`config.mk`:
```
export PLATFORM = sky130hd
export DESIGN_NAME = dual_wheel_encoder_tachometer
export DESIGN_NICKNAME = d
export VERILOG_FILES = /design/src/dwet_pkg.sv /design/src/dwet_lane.sv /design/src/dwet_merge.sv /design/src/dual_wheel_encoder_tachometer.sv
export SDC_FILE = /design/constraint.sdc
export NUM_CORES = 2
export LEC_CHECK = 0
export ABC_AREA = 1
export BUFFER_PORTS_ARGS = -buffer_cell sky130_fd_sc_hd__buf_2
export CAP_MARGIN = 5
export CORE_MARGIN = 2
export CORE_UTILIZATION = 45
export CTS_CLUSTER_DIAMETER = 40
export CTS_CLUSTER_SIZE = 14
export DETAILED_ROUTE_END_ITERATION = 7
export SYNTH_ARGS = -nofsm -noshare
export SYNTH_HDL_FRONTEND = slang
export SYNTH_HIERARCHICAL = 1
export SYNTH_SLANG_ARGS = --single-unit
```
`constraint.sdc`:
```
create_clock -name clk_i -period 15.05 [get_ports clk_i]
set_input_delay 3.01 -clock clk_i [delete_from_list [all_inputs] [get_ports clk_i]]
set_output_delay 3.01 -clock clk_i [all_outputs]
set_load 0.01 [all_outputs]
```
`src/dwet_pkg.sv`:
```
`timescale 1ns / 1ps

package dwet_pkg;

  localparam int unsigned TIME_BITS  = 32;
  localparam int unsigned COUNT_BITS = 16;

  localparam int unsigned NPP_W  = 4;
  localparam int unsigned PPR_W  = 4;
  localparam int unsigned MS_W   = 16;
  localparam int unsigned CIRC_W = 8;
  localparam int unsigned RPM_W  = 14;
  localparam int unsigned SPEED_W = 22;
  localparam int unsigned AVG_W  = 16;

  // rpm divider: 60000 / (interval * pulses_per_rev)
  localparam int unsigned DIV_W     = TIME_BITS + PPR_W;
  localparam int unsigned QUO_W     = 16;
  localparam logic [QUO_W-1:0] DIVIDEND = 16'd60000;
  localparam int unsigned DIV_STEPS = QUO_W;
  localparam int unsigned STEP_W    = $clog2(DIV_STEPS);
  localparam logic [RPM_W-1:0] RPM_MAX = {RPM_W{1'b1}};

  // speed: avg_rpm * circ * 256 / 60 = avg_rpm * circ * 64 / 15
  localparam int unsigned PROD_W      = RPM_W + CIRC_W;
  localparam int unsigned SPEED_SHIFT = 6;
  localparam int unsigned SPEED_DIV   = 15;
  localparam int unsigned SCALED_W    = PROD_W + SPEED_SHIFT;
  localparam int unsigned RECIP_SHIFT = 32;
  localparam int unsigned RECIP_W     = 29;
  localparam longint unsigned RECIP_VAL = ((64'd1 << RECIP_SHIFT) - 64'd1) / SPEED_DIV;
  localparam logic [RECIP_W-1:0] RECIP = RECIP_W'(RECIP_VAL);
  localparam int unsigned MULT_W  = SCALED_W + RECIP_W;
  localparam int unsigned QUOT_W  = MULT_W - RECIP_SHIFT;
  localparam logic [SPEED_W-1:0] SPEED_MAX = {SPEED_W{1'b1}};

  // register port
  localparam int unsigned PADDR_W = 5;
  localparam int unsigned DATA_W  = 32;

  typedef enum logic [1:0] {
    FUNC_TICK  = 2'd0,
    FUNC_EDGE  = 2'd1,
    FUNC_START = 2'd2,
    FUNC_STOP  = 2'd3
  } func_e;

  typedef enum logic [2:0] {
    REG_NPP    = 3'd0,
    REG_PPR    = 3'd1,
    REG_STALL  = 3'd2,
    REG_PERIOD = 3'd3,
    REG_CIRC   = 3'd4
  } reg_idx_e;

  typedef enum logic [2:0] {
    ST_IDLE,
    ST_RPM,
    ST_WAIT,
    ST_MERGE,
    ST_SPEED,
    ST_OUT
  } state_e;

  typedef struct packed {
    logic [NPP_W-1:0]  npp;
    logic [PPR_W-1:0]  ppr;
    logic [MS_W-1:0]   stall;
    logic [MS_W-1:0]   period;
    logic [CIRC_W-1:0] circ;
  } cfg_t;

  localparam logic [NPP_W-1:0]  NPP_RESET    = 4'd4;
  localparam logic [PPR_W-1:0]  PPR_RESET    = 4'd5;
  localparam logic [MS_W-1:0]   STALL_RESET  = 16'd2000;
  localparam logic [MS_W-1:0]   PERIOD_RESET = 16'd1000;
  localparam logic [CIRC_W-1:0] CIRC_RESET   = 8'd22;

  typedef struct packed {
    func_e func;
    logic  left_edge;
    logic  right_edge;
  } in_item_t;

  typedef struct packed {
    logic [RPM_W-1:0]   left_rpm;
    logic [RPM_W-1:0]   right_rpm;
    logic [SPEED_W-1:0] speed_q8;
    logic [AVG_W-1:0]   wheel_count_avg;
    logic [AVG_W-1:0]   window_notch_avg;
    logic               window_valid;
  } out_item_t;

  typedef struct packed {
    logic edge_upd;
    logic edge_seen;
    logic win_count;
    logic win_clear;
    logic rpm_start;
  } lane_cmd_t;

  typedef struct packed {
    logic                  busy;
    logic [RPM_W-1:0]      rpm;
    logic [COUNT_BITS-1:0] edges;
    logic [COUNT_BITS-1:0] win;
  } lane_res_t;

  function automatic logic [AVG_W-1:0] half_sum(logic [COUNT_BITS-1:0] a,
                                                logic [COUNT_BITS-1:0] b);
    logic [COUNT_BITS:0] s;
    s = {1'b0, a} + {1'b0, b};
    return AVG_W'(s[COUNT_BITS:1]);
  endfunction

endpackage

```
`src/dwet_lane.sv`:
```
`timescale 1ns / 1ps

module dwet_lane import dwet_pkg::*; (
  input  logic                 clk_i,
  input  logic                 rst_ni,
  input  lane_cmd_t            cmd_i,
  input  cfg_t                 cfg_i,
  input  logic [TIME_BITS-1:0] time_i,
  output lane_res_t            res_o
);

  logic [NPP_W-1:0]      notch_q, notch_d;
  logic [TIME_BITS-1:0]  start_q, start_d;
  logic [TIME_BITS-1:0]  interval_q, interval_d;
  logic [RPM_W-1:0]      rpm_q, rpm_d;
  logic [COUNT_BITS-1:0] edges_q, edges_d;
  logic [COUNT_BITS-1:0] win_q, win_d;
  logic                  busy_q, busy_d;
  logic [STEP_W-1:0]     step_q, step_d;

  logic                  ok_q, ok_d;
  logic [DIV_W-1:0]      divisor_q, divisor_d;
  logic [QUO_W-1:0]      rem_q, rem_d;
  logic [QUO_W-1:0]      dvd_q, dvd_d;
  logic [QUO_W-1:0]      quo_q, quo_d;

  logic [NPP_W-1:0]      notch_inc;
  logic                  pulse;
  logic [TIME_BITS-1:0]  age;
  logic [QUO_W:0]        rem_sh;
  logic                  fits;
  logic [QUO_W-1:0]      quo_nx;

  always_comb begin
    notch_inc = notch_q + NPP_W'(cmd_i.edge_seen);
    pulse     = (notch_inc == cfg_i.npp);
    age       = time_i - start_q;
    rem_sh    = {rem_q, dvd_q[QUO_W-1]};
    fits      = (divisor_q[DIV_W-1:QUO_W+1] == '0) && (rem_sh >= divisor_q[QUO_W:0]);
    quo_nx    = {quo_q[QUO_W-2:0], fits};

    notch_d    = notch_q;
    start_d    = start_q;
    interval_d = interval_q;
    rpm_d      = rpm_q;
    edges_d    = edges_q;
    win_d      = win_q;
    busy_d     = busy_q;
    step_d     = step_q;
    ok_d       = ok_q;
    divisor_d  = divisor_q;
    rem_d      = rem_q;
    dvd_d      = dvd_q;
    quo_d      = quo_q;

    // edges first, then the pulse check on the updated count
    if (cmd_i.edge_upd) begin
      edges_d = edges_q + COUNT_BITS'(cmd_i.edge_seen);
      if (cmd_i.win_count && cmd_i.edge_seen) begin
        win_d = win_q + COUNT_BITS'(1);
      end
      if (pulse) begin
        notch_d    = '0;
        interval_d = age;
        start_d    = time_i;
      end else begin
        notch_d = notch_inc;
      end
    end

    if (cmd_i.win_clear) begin
      win_d = '0;
    end

    // restoring divide, one quotient bit a cycle
    if (cmd_i.rpm_start) begin
      ok_d      = (age <= TIME_BITS'(cfg_i.stall)) && (interval_q != '0) && (cfg_i.ppr != '0);
      divisor_d = DIV_W'(interval_q) * DIV_W'(cfg_i.ppr);
      rem_d     = '0;
      dvd_d     = DIVIDEND;
      quo_d     = '0;
      step_d    = '0;
      busy_d    = 1'b1;
    end else if (busy_q) begin
      rem_d  = fits ? QUO_W'(rem_sh - divisor_q[QUO_W:0]) : QUO_W'(rem_sh);
      dvd_d  = dvd_q << 1;
      quo_d  = quo_nx;
      step_d = step_q + STEP_W'(1);
      if (step_q == STEP_W'(DIV_STEPS - 1)) begin
        busy_d = 1'b0;
        if (!ok_q) begin
          rpm_d = '0;
        end else if (quo_nx > QUO_W'(RPM_MAX)) begin
          rpm_d = RPM_MAX;
        end else begin
          rpm_d = RPM_W'(quo_nx);
        end
      end
    end
  end

  always_ff @(posedge clk_i or negedge rst_ni) begin
    if (!rst_ni) begin
      notch_q    <= '0;
      start_q    <= '0;
      interval_q <= '0;
      rpm_q      <= '0;
      edges_q    <= '0;
      win_q      <= '0;
      busy_q     <= 1'b0;
      step_q     <= '0;
    end else begin
      notch_q    <= notch_d;
      start_q    <= start_d;
      interval_q <= interval_d;
      rpm_q      <= rpm_d;
      edges_q    <= edges_d;
      win_q      <= win_d;
      busy_q     <= busy_d;
      step_q     <= step_d;
    end
  end

  always_ff @(posedge clk_i) begin
    ok_q      <= ok_d;
    divisor_q <= divisor_d;
    rem_q     <= rem_d;
    dvd_q     <= dvd_d;
    quo_q     <= quo_d;
  end

  assign res_o = '{busy: busy_q, rpm: rpm_q, edges: edges_q, win: win_q};

endmodule

```
`src/dwet_merge.sv`:
```
`timescale 1ns / 1ps

module dwet_merge import dwet_pkg::*; (
  input  logic                clk_i,
  input  logic                rst_ni,
  input  logic                go_i,
  input  lane_res_t           left_i,
  input  lane_res_t           right_i,
  input  logic [CIRC_W-1:0]   circ_i,
  output logic [SPEED_W-1:0]  speed_o,
  output logic [AVG_W-1:0]    cnt_avg_o,
  output logic                done_o
);

  logic [2:0]            v_q;
  logic [PROD_W-1:0]     prod_q;
  logic [SCALED_W-1:0]   scaled_q;
  logic [MULT_W-1:0]     mult_q;
  logic [AVG_W-1:0]      cnt_q;
  logic [SPEED_W-1:0]    speed_q;

  logic [RPM_W:0]        rpm_sum;
  logic [SCALED_W-1:0]   scaled;
  logic [QUOT_W-1:0]     q0;
  logic [QUOT_W+3:0]     back;
  logic [SCALED_W-1:0]   rem;
  logic [QUOT_W-1:0]     q1;
  logic [SPEED_W-1:0]    speed_d;

  always_comb begin
    rpm_sum = {1'b0, left_i.rpm} + {1'b0, right_i.rpm};
    scaled  = {prod_q, {SPEED_SHIFT{1'b0}}};
    // reciprocal estimate is exact or one short
    q0      = mult_q[MULT_W-1:RECIP_SHIFT];
    back    = {q0, 4'b0000} - {4'b0000, q0};
    rem     = scaled_q - SCALED_W'(back);
    q1      = q0 + QUOT_W'(rem >= SCALED_W'(SPEED_DIV));
    speed_d = (q1 > QUOT_W'(SPEED_MAX)) ? SPEED_MAX : SPEED_W'(q1);
  end

  always_ff @(posedge clk_i or negedge rst_ni) begin
    if (!rst_ni) begin
      v_q <= '0;
    end else begin
      v_q <= {v_q[1:0], go_i};
    end
  end

  always_ff @(posedge clk_i) begin
    if (go_i) begin
      prod_q <= PROD_W'(rpm_sum[RPM_W:1]) * PROD_W'(circ_i);
      cnt_q  <= half_sum(left_i.edges, right_i.edges);
    end
    if (v_q[0]) begin
      scaled_q <= scaled;
      mult_q   <= MULT_W'(scaled) * MULT_W'(RECIP);
    end
    if (v_q[1]) begin
      speed_q <= speed_d;
    end
  end

  assign speed_o   = speed_q;
  assign cnt_avg_o = cnt_q;
  assign done_o    = v_q[2];

endmodule

```
`src/dual_wheel_encoder_tachometer.sv`:
```
`timescale 1ns / 1ps

// two-wheel encoder tachometer: each input transaction is a millisecond tick, a
// pair of encoder edge flags, or a start/stop command for a notch-count window, and
// every input transaction yields exactly one output transaction carrying both
// wheel rpms, the speed in q8 cm/s, the average edge count and the window report.
// the two wheels run in separate lanes; when the update period expires each lane
// works out 60000 / (interval * pulses_per_rev) in its own 16-step restoring
// divider, and a merge stage then forms the speed through a reciprocal multiply.
// one transaction is in flight at a time: an ordinary transaction passes the
// merge stage into the output register before the next one can be taken; a tick
// that triggers the rpm update also waits for the divider loop in the lanes
// (start, 16 steps and the handover back to the sequencer). the output register
// lets a finished result wait while the next input is already taken.
// registers sit on an apb-style port at byte addresses 0, 4, 8, 12 and 16; they
// should only be written while the block is idle.

module dual_wheel_encoder_tachometer import dwet_pkg::*; (
  input  logic               clk_i,
  input  logic               rst_ni,

  input  logic               in_valid_i,
  output logic               in_ready_o,
  input  in_item_t           in_data_i,

  output logic               out_valid_o,
  input  logic               out_ready_i,
  output out_item_t          out_data_o,

  input  logic               psel,
  input  logic               penable,
  input  logic               pwrite,
  input  logic [PADDR_W-1:0] paddr,
  input  logic [DATA_W-1:0]  pwdata,
  output logic [DATA_W-1:0]  prdata,
  output logic               pready
);

  // sequencer state and shared timing
  state_e               state_q, state_d;
  logic [TIME_BITS-1:0] time_q, time_d;
  logic [MS_W-1:0]      period_q, period_d;
  logic [MS_W-1:0]      period_inc;
  logic                 win_active_q, win_active_d;

  // window report latched at acceptance, before the lanes clear their counts
  logic [AVG_W-1:0]     win_avg_q, win_avg_d;
  logic                 win_valid_q, win_valid_d;

  // configuration
  cfg_t                 cfg_q, cfg_d;
  logic                 cfg_wr;

  // output register
  logic                 out_valid_q, out_valid_d;
  out_item_t            out_data_q, out_data_d;
  logic                 out_load;

  // lanes and merge
  lane_cmd_t            cmd_l, cmd_r;
  lane_res_t            res_l, res_r;
  logic                 merge_go;
  logic                 merge_done;
  logic [SPEED_W-1:0]   merge_speed;
  logic [AVG_W-1:0]     merge_cnt;

  logic                 accept;

  assign in_ready_o = (state_q == ST_IDLE);
  assign accept     = in_valid_i && in_ready_o;
  assign period_inc = period_q + MS_W'(1);

  // sequencer
  always_comb begin
    state_d      = state_q;
    time_d       = time_q;
    period_d     = period_q;
    win_active_d = win_active_q;
    win_avg_d    = win_avg_q;
    win_valid_d  = win_valid_q;
    cmd_l        = '0;
    cmd_r        = '0;
    merge_go     = 1'b0;
    out_load     = 1'b0;

    case (state_q)
      ST_IDLE: begin
        if (accept) begin
          win_avg_d   = '0;
          win_valid_d = 1'b0;
          state_d     = ST_MERGE;
          case (in_data_i.func)
            FUNC_TICK: begin
              time_d = time_q + TIME_BITS'(1);
              // period of zero updates on every tick
              if (period_inc >= cfg_q.period) begin
                period_d = '0;
                state_d  = ST_RPM;
              end else begin
                period_d = period_inc;
              end
            end
            FUNC_EDGE: begin
              cmd_l.edge_upd  = 1'b1;
              cmd_l.edge_seen = in_data_i.left_edge;
              cmd_l.win_count = win_active_q;
              cmd_r.edge_upd  = 1'b1;
              cmd_r.edge_seen = in_data_i.right_edge;
              cmd_r.win_count = win_active_q;
            end
            FUNC_START: begin
              win_active_d = 1'b1;
            end
            FUNC_STOP: begin
              // stop with no open window reports nothing
              if (win_active_q) begin
                win_active_d    = 1'b0;
                win_avg_d       = half_sum(res_l.win, res_r.win);
                win_valid_d     = 1'b1;
                cmd_l.win_clear = 1'b1;
                cmd_r.win_clear = 1'b1;
              end
            end
            default: begin
              state_d = ST_MERGE;
            end
          endcase
        end
      end
      ST_RPM: begin
        cmd_l.rpm_start = 1'b1;
        cmd_r.rpm_start = 1'b1;
        state_d         = ST_WAIT;
      end
      ST_WAIT: begin
        if (!res_l.busy && !res_r.busy) begin
          state_d = ST_MERGE;
        end
      end
      ST_MERGE: begin
        merge_go = 1'b1;
        state_d  = ST_SPEED;
      end
      ST_SPEED: begin
        if (merge_done) begin
          state_d = ST_OUT;
        end
      end
      ST_OUT: begin
        // hold here while the previous result still waits downstream
        if (!out_valid_q || out_ready_i) begin
          out_load = 1'b1;
          state_d  = ST_IDLE;
        end
      end
      default: begin
        state_d = ST_IDLE;
      end
    endcase
  end

  // output register
  always_comb begin
    out_valid_d = out_valid_q;
    out_data_d  = out_data_q;
    if (out_load) begin
      out_valid_d = 1'b1;
      out_data_d  = '{left_rpm:         res_l.rpm,
                      right_rpm:        res_r.rpm,
                      speed_q8:         merge_speed,
                      wheel_count_avg:  merge_cnt,
                      window_notch_avg: win_avg_q,
                      window_valid:     win_valid_q};
    end else if (out_ready_i) begin
      out_valid_d = 1'b0;
    end
  end

  // register port
  assign cfg_wr = psel && penable && pwrite;
  assign pready = 1'b1;

  always_comb begin
    cfg_d = cfg_q;
    if (cfg_wr) begin
      case (reg_idx_e'(paddr[PADDR_W-1:2]))
        REG_NPP:    cfg_d.npp    = pwdata[NPP_W-1:0];
        REG_PPR:    cfg_d.ppr    = pwdata[PPR_W-1:0];
        REG_STALL:  cfg_d.stall  = pwdata[MS_W-1:0];
        REG_PERIOD: cfg_d.period = pwdata[MS_W-1:0];
        REG_CIRC:   cfg_d.circ   = pwdata[CIRC_W-1:0];
        default:    cfg_d        = cfg_q;
      endcase
    end
  end

  always_comb begin
    case (reg_idx_e'(paddr[PADDR_W-1:2]))
      REG_NPP:    prdata = DATA_W'(cfg_q.npp);
      REG_PPR:    prdata = DATA_W'(cfg_q.ppr);
      REG_STALL:  prdata = DATA_W'(cfg_q.stall);
      REG_PERIOD: prdata = DATA_W'(cfg_q.period);
      REG_CIRC:   prdata = DATA_W'(cfg_q.circ);
      default:    prdata = '0;
    endcase
  end

  always_ff @(posedge clk_i or negedge rst_ni) begin
    if (!rst_ni) begin
      state_q <= ST_IDLE;
    end else begin
      state_q <= state_d;
    end
  end

  always_ff @(posedge clk_i or negedge rst_ni) begin
    if (!rst_ni) begin
      time_q       <= '0;
      period_q     <= '0;
      win_active_q <= 1'b0;
      win_valid_q  <= 1'b0;
      out_valid_q  <= 1'b0;
      cfg_q        <= '{npp:    NPP_RESET,
                        ppr:    PPR_RESET,
                        stall:  STALL_RESET,
                        period: PERIOD_RESET,
                        circ:   CIRC_RESET};
    end else begin
      time_q       <= time_d;
      period_q     <= period_d;
      win_active_q <= win_active_d;
      win_valid_q  <= win_valid_d;
      out_valid_q  <= out_valid_d;
      cfg_q        <= cfg_d;
    end
  end

  always_ff @(posedge clk_i) begin
    win_avg_q  <= win_avg_d;
    out_data_q <= out_data_d;
  end

  // wheel lanes
  dwet_lane u_lane_left (
    .clk_i  (clk_i),
    .rst_ni (rst_ni),
    .cmd_i  (cmd_l),
    .cfg_i  (cfg_q),
    .time_i (time_q),
    .res_o  (res_l)
  );

  dwet_lane u_lane_right (
    .clk_i  (clk_i),
    .rst_ni (rst_ni),
    .cmd_i  (cmd_r),
    .cfg_i  (cfg_q),
    .time_i (time_q),
    .res_o  (res_r)
  );

  // speed and averages from both lanes
  dwet_merge u_merge (
    .clk_i     (clk_i),
    .rst_ni    (rst_ni),
    .go_i      (merge_go),
    .left_i    (res_l),
    .right_i   (res_r),
    .circ_i    (cfg_q.circ),
    .speed_o   (merge_speed),
    .cnt_avg_o (merge_cnt),
    .done_o    (merge_done)
  );

  assign out_valid_o = out_valid_q;
  assign out_data_o  = out_data_q;

endmodule

```
After elaboration in Yosys (flattened, before gate mapping):

Index checks and enable logic that the tools add are counted.

* mux-type cells: 48
* $mul: 4
* add/subtract/negate cells: 20
* equal/unequal tests: 20
* magnitude comparators: 9
* reductions and logical operators: 48
* bitwise gates (word level): 1

Operators with widths (count)
* 2-to-1 mux 16 bit: 9
* case mux 16 bit (5 select lines): 1
* multiplier 32 x 4 -> 36 bit: 2
* <= comparator 32 x 16 -> 1 bit: 2
* nonzero test 32 bit: 2
* subtractor 32 bit: 2
* 2-to-1 mux 14 bit: 4
* multiplier 22 x 29 -> 51 bit, second input constant: 1
* adder 16 x 1 -> 16 bit, second input constant: 3
* 2-to-1 mux 4 bit: 10
* logical NOT 19 bit: 2
* adder 16 x 16 -> 17 bit: 2
* >= comparator 17 bit: 2
* adder 16 x 1 -> 16 bit: 2
* adder 32 x 1 -> 32 bit, second input constant: 1
* > comparator 16 x 14 -> 1 bit, second input constant: 2
* subtractor 16 bit: 2
* >= comparator 28 x 4 -> 1 bit, second input constant: 1
* subtractor 28 x 25 -> 28 bit: 1
* subtractor 28 bit: 1
* adder 25 x 1 -> 25 bit: 1
* > comparator 25 x 22 -> 1 bit, second input constant: 1
* multiplier 14 x 8 -> 22 bit: 1
* AND reduction 2 bit: 11
* other kinds (28): 84

* input bits: 48
* flip-flop bits (word level): 733
* word-level logic and storage cells: 200

Depth between registers and ports, before layout:

* depth after elaboration: 8
* mapped depth: 32

Cells and area by module:

Netlist, hierarchy kept.

Modules (own cells, without submodules)
* dwet_lane (u_lane_right): area an instance 15852.7 um^2, cells an instance 2245, sequential area each 4929.7 um^2, times used 1
* dwet_merge: area an instance 15762.6 um^2, cells an instance 1933, sequential area each 3288.2 um^2, times used 1
* dwet_lane (u_lane_left): area an instance 15647.5 um^2, cells an instance 2198, sequential area each 4929.7 um^2, times used 1
* dual_wheel_encoder_tachometer: area an instance 9710.6 um^2, cells an instance 1030, sequential area each 5547.8 um^2, times used 1

Least setup slack after synthesis:

Ideal clock, no wire load.

* path kind: reg-to-reg
* start point: register state_q[2]
* end point: register u_lane_left.rpm_q[10]
* setup time: 0.138 ns
* path slack: 7.662 ns
* clock period less this slack: 7.388 ns
* buffers on the path: 2
* cell stages (with the launch flop): 7
* data required time: 14.912 ns
* arrival: 7.250 ns
* path through: dfrtp_1 > buf_2 > nor3_1 > nor3_1 > nand2_1 > clkbuf_1 > o22ai_1

RTL lines
* start: declaration: RTL line dual_wheel_encoder_tachometer.sv:40 `state_e state_q, state_d;`
* start signal: assignment: RTL line dual_wheel_encoder_tachometer.sv:212 `state_q <= state_d;`
* end signal: assignment: RTL line dwet_lane.sv:116 `rpm_q <= rpm_d;`
* end: declaration: RTL line dwet_lane.sv:15 `logic [RPM_W-1:0] rpm_q, rpm_d;`

Worst setup path after layout:

* start point: input paddr[2]
* end point: output prdata[5]

* cells in the longest elaborated chain, start to end: 2

Ends and longest elaborated chain
* start: declaration: RTL line dual_wheel_encoder_tachometer.sv:33 `input logic [PADDR_W-1:0] paddr,`
* == test 3 bit (tied with other cells): RTL line dual_wheel_encoder_tachometer.sv:198 `case (reg_idx_e'(paddr[PADDR_W-1:2]))`
* case mux 16 bit (5 select lines) *: RTL line dual_wheel_encoder_tachometer.sv:198
* end: declaration: RTL line dual_wheel_encoder_tachometer.sv:35 `output logic [DATA_W-1:0] prdata,`

Every way passes the cells marked *; elsewhere a longest branch is shown, timed or not.

==> results.py <==
metrics = {
    "outcome": {
        "status": "completed",
    },
    "clock_network": {
        "post_cts_buffers": 0,
        "cts_sinks": 707,
        "h-tree-depth": 3,
        "cts_buffer_depth": 3,
        "clkTransAtPathRegs_ns": 0.06,
        "worstSkewPairLatency_ns": 0.76,
        "cts_tree": "done",
        "hold_buffers": 0,
        "postCtsResizedCells": 0,
        "numCtsBuffers": 111,
        "root_buffer": "clkbuf_16",
    },
    "sta": {
        "hold_violations": 0,
        "setup_viol": 0,
        "fmax_ghz": 0.1340,
        "min_period_ns": 7.461,
        "setup_slack_ns": 7.589,
        "rsz0062_at_grt": "no",
        "worstMarginPinSlew_ns": 1.101,
        "fin_setup_tns_ns": 0,
        "min_period_over_period_pct": 49.57,
        "hold_ws_ns": 0.4079,
        "skew_ns": 0.06887,
        "final-max-slew-violation-count": 0,
        "relSlewSlack_pct": 26.20,
    },
    "setup_path": {
        "rr_worst_depth": 25,
        "arrival_ns": 4.45,
        "cp-startpoint": "paddr[2]",
        "cp_slowest_cell": "nor3_2",
        "crit_path_frequent_cell": "buf_2",
        "crit_type": "in2out",
        "end_kind": "output port",
        "crit_chain": "buf_2 > nor3_2 > nand2_1 > o211ai_1 > buf_2",
        "critPathRequiredTime_ns": 12.04,
        "crit_fanout": 17,
        "reg2reg_from": "u_lane_right/rpm_q[0]$_DFFE_PN0P_",
        "cpPeakStageDelay_ns": 0.80,
        "start_kind": "input port",
    },
    "detailed_routing": {
        "route.detailed.drc": 0,
        "drt-total-wl_mm": 156.0,
        "via_per_inst": 5.099,
        "antenna_left": 0,
        "wl_per_cell_um": 16.78,
        "first_pass_iters": 5,
        "vias": 47430,
        "drtIter0Drc": 3202,
    },
    "placed_design": {
        "io_buffers": 130,
        "dp.cells": 9087,
        "place.gp.congestion": 0.9353,
        "hpwl_mm": 124.3,
        "pre_cts_slack_ns": 7.603,
    },
    "synth": {
        "synth.most_common_cell": "nand2_1",
        "synth_cells": 7406,
        "synth_warnings": 6,
        "synth_top_area_cell": "edfxtp_1",
        "muxShareOfSynthArea_pct": 0,
        "synth-edff-count": 280,
        "synthesis.area_um2": 56970,
        "synth_compound_gate_area_share_pct": 9.268,
        "ys_seq_area_share_pct": 32.81,
        "yosysTopAreaCellShare_pct": 14.76,
        "synth_xor_area_share_pct": 3.962,
        "synth-simple-area-share_pct": 23.53,
        "syn_area_per_cell_um2": 7.693,
        "async_flop_share_pct": 48.51,
        "synth-adder-area-share_pct": 20.01,
        "ys_top_cells_by_area": "edfxtp_1 15%, dfrtp_1 14%, nand2_1 13%",
        "ys.flop_type": "dfrtp_1",
        "synth_cell_type_count": 69,
        "synth_commonest_cells": "1970 x nand2_1, 1361 x inv_1, 591 x nor2_1, 492 x ha_1, 370 x a21oi_1",
        "ys_seq_elements": 707,
        "synth_top_family_by_area": "simple AND/OR/NAND/NOR gates",
    },
    "grt": {
        "grt_pass1_wl_mm": 250.3,
        "grt_overflow": 0,
        "first_global_vias": 46860,
        "grt_use_total_pct": 24.16,
        "antenna_found_initial": 5,
        "grt_max_degree": 105,
    },
    "final_layout": {
        "fillerInstances": 12210,
        "seqCellArea_um2": 18700,
        "drive_above_1_share_pct": 6.837,
        "nNetsFinal": 8352,
        "fin_cells": 9301,
        "syn2layout_area_growth_pct": 11.27,
        "multiInputGateArea_um2": 32440,
    },
    "die": {
        "start_util_pct": 45.37,
        "core_um2": 125600,
        "fp.dieH_um": 359.8,
        "ios": 166,
        "die-area_um2": 129500,
        "num_rows": 130,
        "die_w_um": 359.8,
    },
    "hold_path": {
        "hold_path.class": "reg2reg",
        "min_from": "u_merge/speed_o[9]$_SDFFCE_PN1P_",
        "holdPathStages": 0,
    },
    "flow_run": {
        "cap_viol_max_count": 0,
    },
}
## flip-flops by register name, summed over array words and instances (netlist names), 29 cells and up
register and cells:
cfg_q 48, out_data_o 83, time_q 32, u_lane_left/divisor_q 36
u_lane_left/interval_q 32, u_lane_left/start_q 32, u_lane_right/divisor_q 36, u_lane_right/interval_q 32
u_lane_right/start_q 32, u_merge/mult_q 29
## final timing paths
kind                                                      end  slack (ns)
max                                                 prdata[5]        7.59
min                                  out_data_o[42]$_DFFE_PP_        0.41
max reg2reg                      u_merge/prod_q[19]$_DFFE_PP_        8.59
min reg2reg                          out_data_o[42]$_DFFE_PP_        0.41
max in group asynchronous  u_lane_right/step_q[2]$_DFFE_PN0P_       10.46
min in group asynchronous   u_lane_left/win_q[13]$_DFFE_PN0P_        2.34
## through the flow
| stage | util [%] | area, um^2 |
|---|---|---|
| after floorplan | - | 57030 |
| after global placement | 47.20 | 59270 |
| after detailed placement | 47.20 | 59270 |
| after CTS | 50.48 | 63390 |
| after global routing | 50.48 | 63390 |
| final | 50.48 | 63390 |
## layer usage
metal | part of all wire, % | vias to the layer above | global-route usage, %
li1 | - | 23830 | -
met1 | 45 | 22370 | 31.79
met2 | 48 | 1003 | 41.15
met3 | 4.6 | 226 | 3.113
met4 | 3.0 | 2 | 7.876
met5 | 0.0064 | - | 0
## cell usage in the layout (no fill, tap or decap), types with 15 or more instances in the layout
| master | netlist | layout |
|---|---|---|
| nand2_1 | 1970 | 1970 |
| inv_1 | 1361 | 1361 |
| nor2_1 | 591 | 588 |
| ha_1 | 492 | 492 |
| a21oi_1 | 370 | 370 |
| dfrtp_1 | 325 | 322 |
| o21ai_0 | 319 | 319 |
| nand3_1 | 312 | 312 |
| edfxtp_1 | 280 | 280 |
| fa_1 | 262 | 262 |
| xor2_1 | 188 | 188 |
| buf_2 | 23 | 129 |
| clkbuf_16 | 0 | 113 |
| nand4_1 | 96 | 96 |
| dfxtp_1 | 84 | 84 |
| nor3_1 | 73 | 70 |
| xnor2_1 | 66 | 66 |
| o22ai_1 | 63 | 63 |
| o21ai_1 | 60 | 60 |
| buf_4 | 24 | 30 |
| nand2_2 | 26 | 26 |
| nor4_1 | 26 | 26 |
| a21o_1 | 23 | 23 |
| or2_2 | 20 | 20 |
| o21a_1 | 20 | 20 |
| inv_2 | 18 | 18 |
| nand3b_1 | 18 | 18 |
| dfstp_2 | 18 | 18 |
| conb_1 | 2 | 17 |
| inv_6 | 0 | 16 |
| o21bai_1 | 15 | 15 |
## worst max-delay path, delay by kind of cell
family | cells | cell delay (ns)
compound gates | 1 | 0.19
buf+inv | 2 | 0.32
simple gates | 2 | 0.93
## layout make-up
class | count | share of cell area, %
Timing Repair Buffer | 160 | 1.397
Antenna cell | 2 | 0.007895
Clock buffer | 134 | 4.790
Inverter | 1381 | 8.177
Multi-Input combinational cell | 5189 | 51.17
Sequential cell | 707 | 29.50
Clock inverter | 78 | 1.699
Tap cell | 1650 | 3.257
## cells by family after synthesis
group                    after synthesis
AND/OR/NAND/NOR                     3204
buffers and inverters               1525
AO/OA/AOI/OAI                        958
adder cells (fa/ha/maj)              754
flip-flops                           707
XOR/XNOR                             256
other                                  2
Power is left out: the tool's default activity adds up to more than one toggle a clock period on the data nets, which glitch-free logic cannot reach.
